--- src/rtl/core/rnrh_pkg.sv ---
// shared types and constants of the radio node registration handler
package rnrh_pkg;

  localparam int SlotCount = 5;
  localparam int SlotIdxW  = (SlotCount > 1) ? $clog2(SlotCount) : 1;
  localparam int PipeW     = 3;
  localparam int ByteW     = 8;
  localparam int CfgIdxW   = 3;
  localparam int QDepth    = 2;
  localparam int QPtrW     = (QDepth > 1) ? $clog2(QDepth) : 1;
  localparam int QCntW     = $clog2(QDepth + 1);
  localparam int DevCntW   = 3;

  localparam logic [CfgIdxW-1:0] CFG_OWN_ID      = 3'd0;
  localparam logic [CfgIdxW-1:0] CFG_SEND_REQ    = 3'd1;
  localparam logic [CfgIdxW-1:0] CFG_SEND_PERMIT = 3'd2;
  localparam logic [CfgIdxW-1:0] CFG_NOT_REG     = 3'd3;
  localparam logic [CfgIdxW-1:0] CFG_NO_PIPE     = 3'd4;

  localparam logic [ByteW-1:0] RST_OWN_ID      = 8'd0;
  localparam logic [ByteW-1:0] RST_SEND_REQ    = 8'd4;
  localparam logic [ByteW-1:0] RST_SEND_PERMIT = 8'd5;
  localparam logic [ByteW-1:0] RST_NOT_REG     = 8'd12;
  localparam logic [ByteW-1:0] RST_NO_PIPE     = 8'd11;

  localparam logic [ByteW-1:0] GRANT_KIND     = 8'd1;
  localparam logic [ByteW-1:0] ERR_KIND       = 8'd3;
  localparam logic [ByteW-1:0] PIPE_REQ_BYTE  = 8'd1;
  localparam logic [ByteW-1:0] RST_LAST_BYTE2 = 8'd2;
  localparam logic [ByteW-1:0] RST_LAST_BYTE3 = 8'd3;
  localparam logic [PipeW-1:0] SERVICE_PIPE   = 3'd0;
  localparam logic [DevCntW-1:0] DEV_CNT_MAX  = 3'd7;

  typedef struct packed {
    logic [ByteW-1:0] own_node_id;
    logic [ByteW-1:0] send_request_code;
    logic [ByteW-1:0] send_permit_code;
    logic [ByteW-1:0] not_registered_code;
    logic [ByteW-1:0] no_pipe_code;
  } cfg_t;

  typedef struct packed {
    logic             is_req;
    logic [ByteW-1:0] source_id;
    logic [ByteW-1:0] kind_byte;
  } item_t;

endpackage

--- src/rtl/core/radio_node_registration_handler.sv ---
// top level of the radio node registration handler
// an answer strobes on out_valid after the queue entry and the output register
// throughput: one packet per cycle while the two-entry queue has room;
// busy is high while the queue is full
// reset: synchronous active-low rst_n frees all slots and loads register defaults
// the receiver cannot stall: each answer is shown for exactly one cycle
module radio_node_registration_handler (
  input  logic                          clk,
  input  logic                          rst_n,
  input  logic                          start,
  output logic                          busy,
  input  logic [rnrh_pkg::PipeW-1:0]    in_rx_pipe,
  input  logic [rnrh_pkg::ByteW-1:0]    in_source_id,
  input  logic [rnrh_pkg::ByteW-1:0]    in_kind_byte,
  input  logic [rnrh_pkg::ByteW-1:0]    in_request_byte,
  input  logic [rnrh_pkg::ByteW-1:0]    in_target_id,
  output logic                          out_valid,
  output logic [rnrh_pkg::PipeW-1:0]    out_tx_pipe,
  output logic [rnrh_pkg::ByteW-1:0]    out_tx_addr_first,
  output logic [rnrh_pkg::ByteW-1:0]    out_byte0,
  output logic [rnrh_pkg::ByteW-1:0]    out_byte1,
  output logic [rnrh_pkg::ByteW-1:0]    out_byte2,
  output logic [rnrh_pkg::ByteW-1:0]    out_byte3,
  output logic [rnrh_pkg::ByteW-1:0]    out_byte4,
  input  logic                          cfg_valid,
  output logic                          cfg_ready,
  input  logic [rnrh_pkg::CfgIdxW-1:0]  cfg_index,
  input  logic [rnrh_pkg::ByteW-1:0]    cfg_data
);

  rnrh_pkg::cfg_t  cfg_r, cfg_nxt;
  rnrh_pkg::item_t q_in, q_out;
  logic            q_push, q_pop, q_not_empty, q_full;

  assign cfg_ready = 1'b1;

  always_comb begin
    cfg_nxt = cfg_r;
    if (cfg_valid) begin
      unique case (cfg_index)
        rnrh_pkg::CFG_OWN_ID:      cfg_nxt.own_node_id         = cfg_data;
        rnrh_pkg::CFG_SEND_REQ:    cfg_nxt.send_request_code   = cfg_data;
        rnrh_pkg::CFG_SEND_PERMIT: cfg_nxt.send_permit_code    = cfg_data;
        rnrh_pkg::CFG_NOT_REG:     cfg_nxt.not_registered_code = cfg_data;
        rnrh_pkg::CFG_NO_PIPE:     cfg_nxt.no_pipe_code        = cfg_data;
        default:                   cfg_nxt = cfg_r;
      endcase
    end
  end

  always_ff @(posedge clk) begin
    if (!rst_n) begin
      cfg_r.own_node_id         <= rnrh_pkg::RST_OWN_ID;
      cfg_r.send_request_code   <= rnrh_pkg::RST_SEND_REQ;
      cfg_r.send_permit_code    <= rnrh_pkg::RST_SEND_PERMIT;
      cfg_r.not_registered_code <= rnrh_pkg::RST_NOT_REG;
      cfg_r.no_pipe_code        <= rnrh_pkg::RST_NO_PIPE;
    end else begin
      cfg_r <= cfg_nxt;
    end
  end

  rnrh_front u_front (
    .start           (start),
    .busy            (busy),
    .in_rx_pipe      (in_rx_pipe),
    .in_source_id    (in_source_id),
    .in_kind_byte    (in_kind_byte),
    .in_request_byte (in_request_byte),
    .in_target_id    (in_target_id),
    .cfg             (cfg_r),
    .q_full          (q_full),
    .q_push          (q_push),
    .q_data          (q_in)
  );

  rnrh_queue u_queue (
    .clk       (clk),
    .rst_n     (rst_n),
    .push      (q_push),
    .push_data (q_in),
    .pop       (q_pop),
    .pop_data  (q_out),
    .not_empty (q_not_empty),
    .full      (q_full)
  );

  rnrh_back u_back (
    .clk               (clk),
    .rst_n             (rst_n),
    .cfg               (cfg_r),
    .q_valid           (q_not_empty),
    .q_data            (q_out),
    .q_pop             (q_pop),
    .out_valid         (out_valid),
    .out_tx_pipe       (out_tx_pipe),
    .out_tx_addr_first (out_tx_addr_first),
    .out_byte0         (out_byte0),
    .out_byte1         (out_byte1),
    .out_byte2         (out_byte2),
    .out_byte3         (out_byte3),
    .out_byte4         (out_byte4)
  );

  a_out_from_queue : assert property (@(posedge clk) disable iff (!rst_n)
    out_valid |-> $past(q_not_empty))
    else $error("answer without a queued packet");

  a_service_addr : assert property (@(posedge clk) disable iff (!rst_n)
    (out_valid && out_tx_pipe == rnrh_pkg::SERVICE_PIPE) |-> out_tx_addr_first == out_byte4)
    else $error("service answer address differs from destination");

  a_data_addr : assert property (@(posedge clk) disable iff (!rst_n)
    (out_valid && out_tx_pipe != rnrh_pkg::SERVICE_PIPE) |->
      (out_tx_addr_first == 8'(out_tx_pipe) && out_byte1 == cfg_r.send_permit_code))
    else $error("permission answer fields inconsistent");

  a_full_blocks : assert property (@(posedge clk) disable iff (!rst_n)
    (q_full && !q_pop) |=> q_full)
    else $error("queue drained without a pop");

endmodule

--- src/rtl/core/rnrh_queue.sv ---
// two-entry queue between the classifier and the slot engine
module rnrh_queue (
  input  logic            clk,
  input  logic            rst_n,
  input  logic            push,
  input  rnrh_pkg::item_t push_data,
  input  logic            pop,
  output rnrh_pkg::item_t pop_data,
  output logic            not_empty,
  output logic            full
);

  rnrh_pkg::item_t                  mem [rnrh_pkg::QDepth];
  logic [rnrh_pkg::QPtrW-1:0]       wr_ptr_r, wr_ptr_nxt;
  logic [rnrh_pkg::QPtrW-1:0]       rd_ptr_r, rd_ptr_nxt;
  logic [rnrh_pkg::QCntW-1:0]       count_r, count_nxt;
  logic                             do_push, do_pop;

  assign full      = (count_r == rnrh_pkg::QCntW'(rnrh_pkg::QDepth));
  assign not_empty = (count_r != '0);
  assign do_push   = push && !full;
  assign do_pop    = pop && not_empty;
  assign pop_data  = mem[rd_ptr_r];

  always_comb begin
    wr_ptr_nxt = wr_ptr_r;
    rd_ptr_nxt = rd_ptr_r;
    count_nxt  = count_r;
    if (do_push) begin
      wr_ptr_nxt = (wr_ptr_r == rnrh_pkg::QPtrW'(rnrh_pkg::QDepth - 1)) ? '0 : wr_ptr_r + 1'b1;
    end
    if (do_pop) begin
      rd_ptr_nxt = (rd_ptr_r == rnrh_pkg::QPtrW'(rnrh_pkg::QDepth - 1)) ? '0 : rd_ptr_r + 1'b1;
    end
    if (do_push && !do_pop) begin
      count_nxt = count_r + 1'b1;
    end else if (!do_push && do_pop) begin
      count_nxt = count_r - 1'b1;
    end
  end

  always_ff @(posedge clk) begin
    if (!rst_n) begin
      wr_ptr_r <= '0;
      rd_ptr_r <= '0;
      count_r  <= '0;
    end else begin
      wr_ptr_r <= wr_ptr_nxt;
      rd_ptr_r <= rd_ptr_nxt;
      count_r  <= count_nxt;
    end
  end

  always_ff @(posedge clk) begin
    if (do_push) begin
      mem[wr_ptr_r] <= push_data;
    end
  end

endmodule

--- src/rtl/core/rnrh_front.sv ---
// packet intake: accepts headers and drops service packets not meant for this hub
module rnrh_front (
  input  logic                        start,
  output logic                        busy,
  input  logic [rnrh_pkg::PipeW-1:0]  in_rx_pipe,
  input  logic [rnrh_pkg::ByteW-1:0]  in_source_id,
  input  logic [rnrh_pkg::ByteW-1:0]  in_kind_byte,
  input  logic [rnrh_pkg::ByteW-1:0]  in_request_byte,
  input  logic [rnrh_pkg::ByteW-1:0]  in_target_id,
  input  rnrh_pkg::cfg_t              cfg,
  input  logic                        q_full,
  output logic                        q_push,
  output rnrh_pkg::item_t             q_data
);

  logic accept;
  logic is_service;
  logic for_us;

  assign busy       = q_full;
  assign accept     = start && !q_full;
  assign is_service = (in_rx_pipe == rnrh_pkg::SERVICE_PIPE);
  assign for_us     = (in_target_id == cfg.own_node_id) &&
                      (in_request_byte == rnrh_pkg::PIPE_REQ_BYTE);

  assign q_push           = accept && (!is_service || for_us);
  assign q_data.is_req    = is_service;
  assign q_data.source_id = in_source_id;
  assign q_data.kind_byte = in_kind_byte;

endmodule

--- src/rtl/core/rnrh_back.sv ---
// slot engine: registration table lookup, slot grant and answer build
module rnrh_back (
  input  logic                        clk,
  input  logic                        rst_n,
  input  rnrh_pkg::cfg_t              cfg,
  input  logic                        q_valid,
  input  rnrh_pkg::item_t             q_data,
  output logic                        q_pop,
  output logic                        out_valid,
  output logic [rnrh_pkg::PipeW-1:0]  out_tx_pipe,
  output logic [rnrh_pkg::ByteW-1:0]  out_tx_addr_first,
  output logic [rnrh_pkg::ByteW-1:0]  out_byte0,
  output logic [rnrh_pkg::ByteW-1:0]  out_byte1,
  output logic [rnrh_pkg::ByteW-1:0]  out_byte2,
  output logic [rnrh_pkg::ByteW-1:0]  out_byte3,
  output logic [rnrh_pkg::ByteW-1:0]  out_byte4
);

  localparam int N  = rnrh_pkg::SlotCount;
  localparam int IW = rnrh_pkg::SlotIdxW;
  localparam int BW = rnrh_pkg::ByteW;
  localparam int PW = rnrh_pkg::PipeW;

  logic [N-1:0]                    slot_used_r, slot_used_nxt;
  logic [BW-1:0]                   slot_node_id_r   [N];
  logic [BW-1:0]                   slot_node_type_r [N];
  logic [rnrh_pkg::DevCntW-1:0]    device_count_r, device_count_nxt;
  logic [BW-1:0]                   last_byte2_r, last_byte2_nxt;
  logic [BW-1:0]                   last_byte3_r, last_byte3_nxt;

  logic [N-1:0]  match;
  logic          hit, has_free;
  logic [IW-1:0] hit_idx, free_idx;
  logic          wr_slot;

  logic          res_valid;
  logic [PW-1:0] res_pipe;
  logic [BW-1:0] res_addr, res_b0, res_b1, res_b2, res_b3, res_b4;

  logic          out_valid_r;
  logic [PW-1:0] out_tx_pipe_r;
  logic [BW-1:0] out_addr_r, out_b0_r, out_b1_r, out_b2_r, out_b3_r, out_b4_r;

  assign q_pop = q_valid;

  always_comb begin
    hit      = 1'b0;
    has_free = 1'b0;
    hit_idx  = '0;
    free_idx = '0;
    for (int i = N - 1; i >= 0; i--) begin
      match[i] = slot_used_r[i] && (slot_node_id_r[i] == q_data.source_id);
      if (match[i]) begin
        hit     = 1'b1;
        hit_idx = IW'(i);
      end
      if (!slot_used_r[i]) begin
        has_free = 1'b1;
        free_idx = IW'(i);
      end
    end
  end

  always_comb begin
    res_valid        = 1'b0;
    res_pipe         = rnrh_pkg::SERVICE_PIPE;
    res_addr         = q_data.source_id;
    res_b0           = cfg.own_node_id;
    res_b1           = '0;
    res_b2           = rnrh_pkg::ERR_KIND;
    res_b3           = cfg.no_pipe_code;
    res_b4           = q_data.source_id;
    wr_slot          = 1'b0;
    slot_used_nxt    = slot_used_r;
    device_count_nxt = device_count_r;
    last_byte2_nxt   = last_byte2_r;
    last_byte3_nxt   = last_byte3_r;
    if (q_valid) begin
      if (q_data.is_req) begin
        res_valid = 1'b1;
        if (hit) begin
          res_b2 = rnrh_pkg::GRANT_KIND;
          res_b3 = BW'(hit_idx) + 1'b1;
        end else if (has_free) begin
          res_b2                  = rnrh_pkg::GRANT_KIND;
          res_b3                  = BW'(free_idx) + 1'b1;
          wr_slot                 = 1'b1;
          slot_used_nxt[free_idx] = 1'b1;
          if (device_count_r < rnrh_pkg::DEV_CNT_MAX) begin
            device_count_nxt = device_count_r + 1'b1;
          end
        end
        last_byte2_nxt = res_b2;
        last_byte3_nxt = res_b3;
      end else if (!hit) begin
        res_valid      = 1'b1;
        res_b3         = cfg.not_registered_code;
        last_byte2_nxt = res_b2;
        last_byte3_nxt = res_b3;
      end else if (q_data.kind_byte == cfg.send_request_code) begin
        res_valid = 1'b1;
        res_pipe  = PW'(hit_idx) + 1'b1;
        res_addr  = BW'(hit_idx) + 1'b1;
        res_b1    = cfg.send_permit_code;
        res_b2    = last_byte2_r;
        res_b3    = last_byte3_r;
        res_b4    = slot_node_id_r[hit_idx];
      end
    end
  end

  always_ff @(posedge clk) begin
    if (!rst_n) begin
      slot_used_r    <= '0;
      device_count_r <= '0;
      last_byte2_r   <= rnrh_pkg::RST_LAST_BYTE2;
      last_byte3_r   <= rnrh_pkg::RST_LAST_BYTE3;
      out_valid_r    <= 1'b0;
    end else begin
      slot_used_r    <= slot_used_nxt;
      device_count_r <= device_count_nxt;
      last_byte2_r   <= last_byte2_nxt;
      last_byte3_r   <= last_byte3_nxt;
      out_valid_r    <= res_valid;
    end
  end

  always_ff @(posedge clk) begin
    if (wr_slot) begin
      slot_node_id_r[free_idx]   <= q_data.source_id;
      slot_node_type_r[free_idx] <= q_data.kind_byte;
    end
    out_tx_pipe_r <= res_pipe;
    out_addr_r    <= res_addr;
    out_b0_r      <= res_b0;
    out_b1_r      <= res_b1;
    out_b2_r      <= res_b2;
    out_b3_r      <= res_b3;
    out_b4_r      <= res_b4;
  end

  assign out_valid         = out_valid_r;
  assign out_tx_pipe       = out_tx_pipe_r;
  assign out_tx_addr_first = out_addr_r;
  assign out_byte0         = out_b0_r;
  assign out_byte1         = out_b1_r;
  assign out_byte2         = out_b2_r;
  assign out_byte3         = out_b3_r;
  assign out_byte4         = out_b4_r;

endmodule

--- config.mk ---
export PLATFORM = sky130hd
export DESIGN_NAME = radio_node_registration_handler
export DESIGN_NICKNAME = d
export VERILOG_FILES = /design/src/rtl/core/rnrh_pkg.sv /design/src/rtl/core/radio_node_registration_handler.sv /design/src/rtl/core/rnrh_queue.sv /design/src/rtl/core/rnrh_front.sv /design/src/rtl/core/rnrh_back.sv
export SDC_FILE = /design/constraint.sdc
export NUM_CORES = 1
export LEC_CHECK = 0
export BUFFER_PORTS_ARGS = -buffer_cell sky130_fd_sc_hd__buf_4
export CAP_MARGIN = 40
export CORE_UTILIZATION = 61
export CTS_CLUSTER_DIAMETER = 200
export CTS_CLUSTER_SIZE = 40
export DETAILED_ROUTE_END_ITERATION = 8
export PLACE_DENSITY = 0.82
export SYNTH_ARGS = -nofsm -noshare
export SYNTH_HDL_FRONTEND = slang
export SYNTH_SLANG_ARGS = --single-unit
--- constraint.sdc ---
create_clock -name clk -period 6.5 [get_ports clk]
set_clock_uncertainty 0.1 [all_clocks]
set_input_delay 1.95 -clock clk [delete_from_list [all_inputs] [get_ports clk]]
set_output_delay 1.95 -clock clk [all_outputs]
set_load 0.02 [all_outputs]
Yosys cells after proc, flatten, opt, wreduce, memory -nomap -nowiden
Memory sizes are Yosys's and may differ from the RTL's. A register that Yosys moved wholly into a read port is not among the register bits.
Cells that the tools add are included.

word-level totals
  bits in registers = 117
  memory bits (writable) = 74
  input port bits = 50
  output and inout port bits = 54
  word-level logic and storage cells = 140
  memories kept = 2

operators by class
  add/subtract/negate cells = 7
  $lt $le $gt $ge = 2
  equal/unequal tests = 14
  mux-type cells = 62
  bitwise logic cells = 4
  reductions and logical operators = 30

memories
  memory                 words  width  rd ports  clocked after Yosys merged registers in  wr ports  line              text
  u_back.slot_node_id_r  5      8      6         0                                        1         rnrh_back.sv:25   logic [BW-1:0] slot_node_id_r [N];
  u_queue.mem            2      17     1         1                                        1         rnrh_queue.sv:13  rnrh_pkg::item_t mem [rnrh_pkg::QDepth];

operator list
  cell                   count
  $mux W8                22
  $eq A8 B8 Y1           7
  $mux W3                10
  $mux W1                26
  $reduce_and A2 Y1      7
  $logic_and A1 B1 Y1    12
  $add A3 B1 Y4 const B  2
  $eq A8 B1 Y1 const B   1
  $eq A3 B2 Y1 const B   2
  $logic_not A3 Y1       2
  $mux W2                3
  $or A5 B5 Y5           1
  $logic_not A1 Y1       4
  $lt A3 B4 Y1 const B   1
  $reduce_and A4 Y1      1
  $reduce_bool A2 Y1     2
  $reduce_or A4 Y1       1
  $add A3 B1 Y3 const B  1
  $demux W1 S3           1
  $eq A3 B1 Y1 const B   1
  $eq A3 B3 Y1 const B   1
  $ge A3 B1 Y1 const B   1
  $not A1 Y1             3
  $add A1 B1 Y1 const B  2
  5 further kinds        5

Logic depth before layout (Yosys ltp)
An unclocked memory read counts as a cell.

  word-level depth = 13
  gate-level depth with buffers = 12

Hierarchy
From an unflattened synthesis, not the netlist that was laid out.

unflattened totals
  cell total of the unflattened synthesis = 634
  area total of the unflattened synthesis = 7468.4 µm²

modules (own cells, without submodules)
  module                           instances  cells each  area each (µm²)  seq. area each (µm²)
  rnrh_back                        1          371         4197.8           2422.3
  radio_node_registration_handler  1          150         1545.2           800.8
  rnrh_queue                       1          78          1461.4           1121.1
  rnrh_front                       1          35          264.0            0.0

Worst setup path before layout
Ideal clock, no wire load.

  path kind = input-to-reg
  start = input port in_target_id[3] (netlist bit)
  end = memory u_queue.mem[0][0] (netlist bit), enable pin
  library setup time = 0.394 ns
  arrival time = 3.567 ns
  data required time = 6.006 ns
  setup slack = 2.439 ns
  cell stages on the path = 5
  buffers on the path = 0
  cell sequence = xor2_1 > nor4_1 > nand4_1 > a21oi_1 > nor2b_1

between the ends
  longest elaborated chain between the ends = 7

RTL lines
  item                           line                                   text
  from (decl)                    radio_node_registration_handler.sv:16  input logic [rnrh_pkg::ByteW-1:0] in_target_id,
  $eq A8 B8 Y1                   rnrh_front.sv:23                       assign for_us = (in_target_id == cfg.own_node_id) &&
  $logic_and A1 B1 Y1            rnrh_front.sv:23
  $logic_or A1 B1 Y1             rnrh_front.sv:26                       assign q_push = accept && (!is_service || for_us);
  $logic_and A1 B1 Y1            rnrh_front.sv:26
  $logic_and A1 B1 Y1            rnrh_queue.sv:21                       assign do_push = push && !full;
  via u_queue.do_push            rnrh_queue.sv:17                       logic do_push, do_pop;
  $mux W1                        rnrh_queue.sv:55                       if (do_push) begin
  $mux W1 (implied by the code)  rnrh_queue.sv:56                       mem[wr_ptr_r] <= push_data;
  to (decl)                      rnrh_queue.sv:13

The timed path passes the listed nets, and every way through them passes these cells.

==> flow_summary.yaml <==
worst_hold_path:
  min_to: "u_back.out_byte0[5]"
  hold_class: "reg2reg"
  min_path_cells: 0
  min_from: "cfg_r[37]"
sta:
  slew_headroom_pct: 48.8
  hold_viol_final: 0
  fin_crit_sh_pct: 68.8
  fin_ws_ns: 2.03
  final_max_slew_viol_count: 0
  rsz0062_at_grt: "false"
  period_minus_slack_ns: 4.47
  setup_violations: 0
  max_slew.worst_pin.slew_ns: 0.765
  clock.fmax_mhz: 224
  fin_setup_tns_ns: 0
floorplanning:
  ios: 104
  rows: 39
  die-area_um2: 12500
  fp.dieW_um: 112
  initial_core_util_pct: 63.6
  coreArea_um2: 11600
  die_h_um: 112
cts:
  clk_pin_slew_ns: 0.06
  cts_resized: 0
  clk_latency_ns: 0.43
  htree_levels: 4
  cts_root_buf: "clkbuf_16"
  cts_hold_buffers: 0
  clockBufferDepth: 2
  cts_num_sinks: 180
  cts_tree: "yes"
  cts_buffers: 17
  post_cts_buffers: 0
routing:
  dr.pass1.iters: 7
  drc: 5
  wirelength_um: 15800
  avgViaCountPerCell: 5.67
  dr.first_iter.drc_count: 443
  routedWlPerCell_um: 17.5
  vias: 5117
  ant_nets: 0
placement:
  port-buffer-count: 96
  preCtsSetupSlack_ns: 2.09
  dp.final_hpwl_um: 11000
  gp_congestion: 0.844
pwr:
  ir_drop_mv: 0.245
  powerDensity_nw_per_um2: 374
  leakage_nw: 3.31
worst_setup_path:
  crit_arrival_ns: 4.43
  critPathCaptureType: "flop"
  rr_endpoint: "u_back.slot_node_id_r[3][7]"
  ff2ff_setup_slack_ns: 2.03
  path_class: "reg2reg"
  critical_path_required_ns: 6.46
  rr_worst_depth: 10
  cp-start-kind: "flop"
  path_max_fanout: 16
logic_synthesis:
  synth_edf_count: 74
  synthCells: 652
  yosys_warnings: 0
  async_flop_share_pct: 0
  synthSimpleGateAreaFrac_pct: 14.8
  ys_ff_latch: 180
  yosysSeqAreaShare_pct: 59.1
  synth_area_um2: 7350
  synth-main-ff-cell: "dfxtp_1"
  ys_types: 53
  avgSynthCellArea_um2: 11.3
  synthMuxAreaShare_pct: 4.54
  synth_compound_gate_area_share_pct: 9.73
  synth-xor-area-share_pct: 7.15
  synth_top_family_by_area: "simple AND/OR/NAND/NOR gates"
  synthAdderAreaFrac_pct: 0.510
layout:
  final_common_cell: "dfxtp_1"
  syn_to_final_growth_pct: 19.1
  nets: 799
  diodes: 0
  drive_gt1_share_pct: 19.6
  mostFrequentLayoutCells: "dfxtp_1 (106), nand2_1 (103), buf_4 (101), edfxtp_1 (74), xnor2_1 (51)"
status:
  outcome: "complete, but fails checks"
  violations: "DRC"
job:
  cap_viol_max_count: 0
global_routing:
  grt_pass1_vias: 4969
  grt_pass1_wl_um: 25100
  grt_max_degree: 65
  overflow: 0
  antenna_found_initial: 0
  track_usage_pct: 26.2
[sequential cells by signal, indices dropped and copies added, names as in the netlist, 2 cells and up, named ones only]
signal                    count
u_back.out_byte0              8
u_back.last_byte3_r           8
u_back.out_byte1              8
u_back.slot_used_r            5
u_queue.mem                  34
u_back.out_byte2              2
u_back.out_tx_pipe            3
u_back.out_byte3              8
u_queue.count_r               2
u_back.out_tx_addr_first      8
u_back.slot_node_id_r        40
u_back.last_byte2_r           2
u_back.out_byte4              8
cfg_r                        40
[cells in the mapped netlist (all sizes together) (6+ instances only)]
master,number,share of area [%]
a21boi,36,3.7
nand2,103,5.3
nor2,20,1.0
mux2i,20,4.1
nor2b,12,1.0
xnor2,51,6.1
xor2,9,1.1
dfxtp,106,29
buf,13,1.5
a21oi,11,0.90
o21ai,13,0.88
and3,6,0.51
edfxtp,74,30
inv,30,1.5
nor4,14,1.2
nor3,11,0.75
clkbuf,20,1.0
nand3,19,1.3
a32oi,6,0.71
and2,17,1.4
[through the flow]
step	power [mW]	instance area [um^2]	utilization, %	std cells	hold slack, ns
floorplan	1.94	7370	-	657	0.263
global placement	2.16	8120	70.2	868	0.276
detailed placement	2.20	8130	70.3	870	0.277
CTS	3.27	8760	75.7	902	0.285
global route	3.39	8760	75.7	902	0.293
finish	3.27	8760	75.7	902	0.283
[worst max-delay path: stages (launching register included)]
cell,delay (ns)
dfxtp_1,0.78
buf_4,0.39
mux2i_4,0.49
xnor2_1,0.20
nor4_1,0.09
nand3_1,0.18
nand4_1,0.17
nor3_1,0.17
buf_4,0.25
nor4b_1,0.61
nor2b_1,0.66
[worst max-delay path by stage]
| stage | end | startpoint | slack, ns | cells after the start |
|---|---|---|---|---|
| final | u_back.slot_node_id_r[3][7] | flop | 2.03 | 10 |
| after floorplan | u_queue.mem[0][0] | in_target_id[3] | 2.44 | 5 |
| after detailed placement | u_back.slot_node_id_r[3][2] | flop | 2.09 | 10 |
| after CTS | u_back.slot_node_id_r[3][7] | flop | 2.03 | 10 |
| after global routing | u_back.slot_node_id_r[3][7] | flop | 1.62 | 10 |
| after global placement | u_back.slot_node_id_r[3][0] | flop | 2.29 | 10 |
[metal layers]
layer	vias up	wire (um)	global-route usage, %
met3	32	1190	6.59
li1	2446	-	-
met5	-	0	0
met4	0	282	10.1
met1	2403	6780	34.5
met2	236	7550	41.8
[power breakdown]
part / internal (mW) / switching [mW] / total (mW)
Combinational: 0.313 / 0.465 / 0.778
Sequential: 1.34 / 0.0758 / 1.41
Clock: 0.678 / 0.400 / 1.08
Total: 2.33 / 0.941 / 3.27
[final cells by class]
type | instances | area (um^2)
Clock buffer | 21 | 440
Inverter | 30 | 113
Sequential cell | 180 | 4340
Tap cell | 143 | 179
Timing Repair Buffer | 103 | 768
Fill cell | 728 | 2810
Multi-Input combinational cell | 414 | 2730
Clock inverter | 11 | 184
[cell families after synthesis]
group,Yosys count
AOI/OAI and AO/OA,96
xor gates and xnor gates,60
and+or+nand+nor,225
buffers and inverters,63
adders and majority gates,3
muxes,23
other,2
DFF,180
No activity file was read; power rests on OpenSTA's default activity.
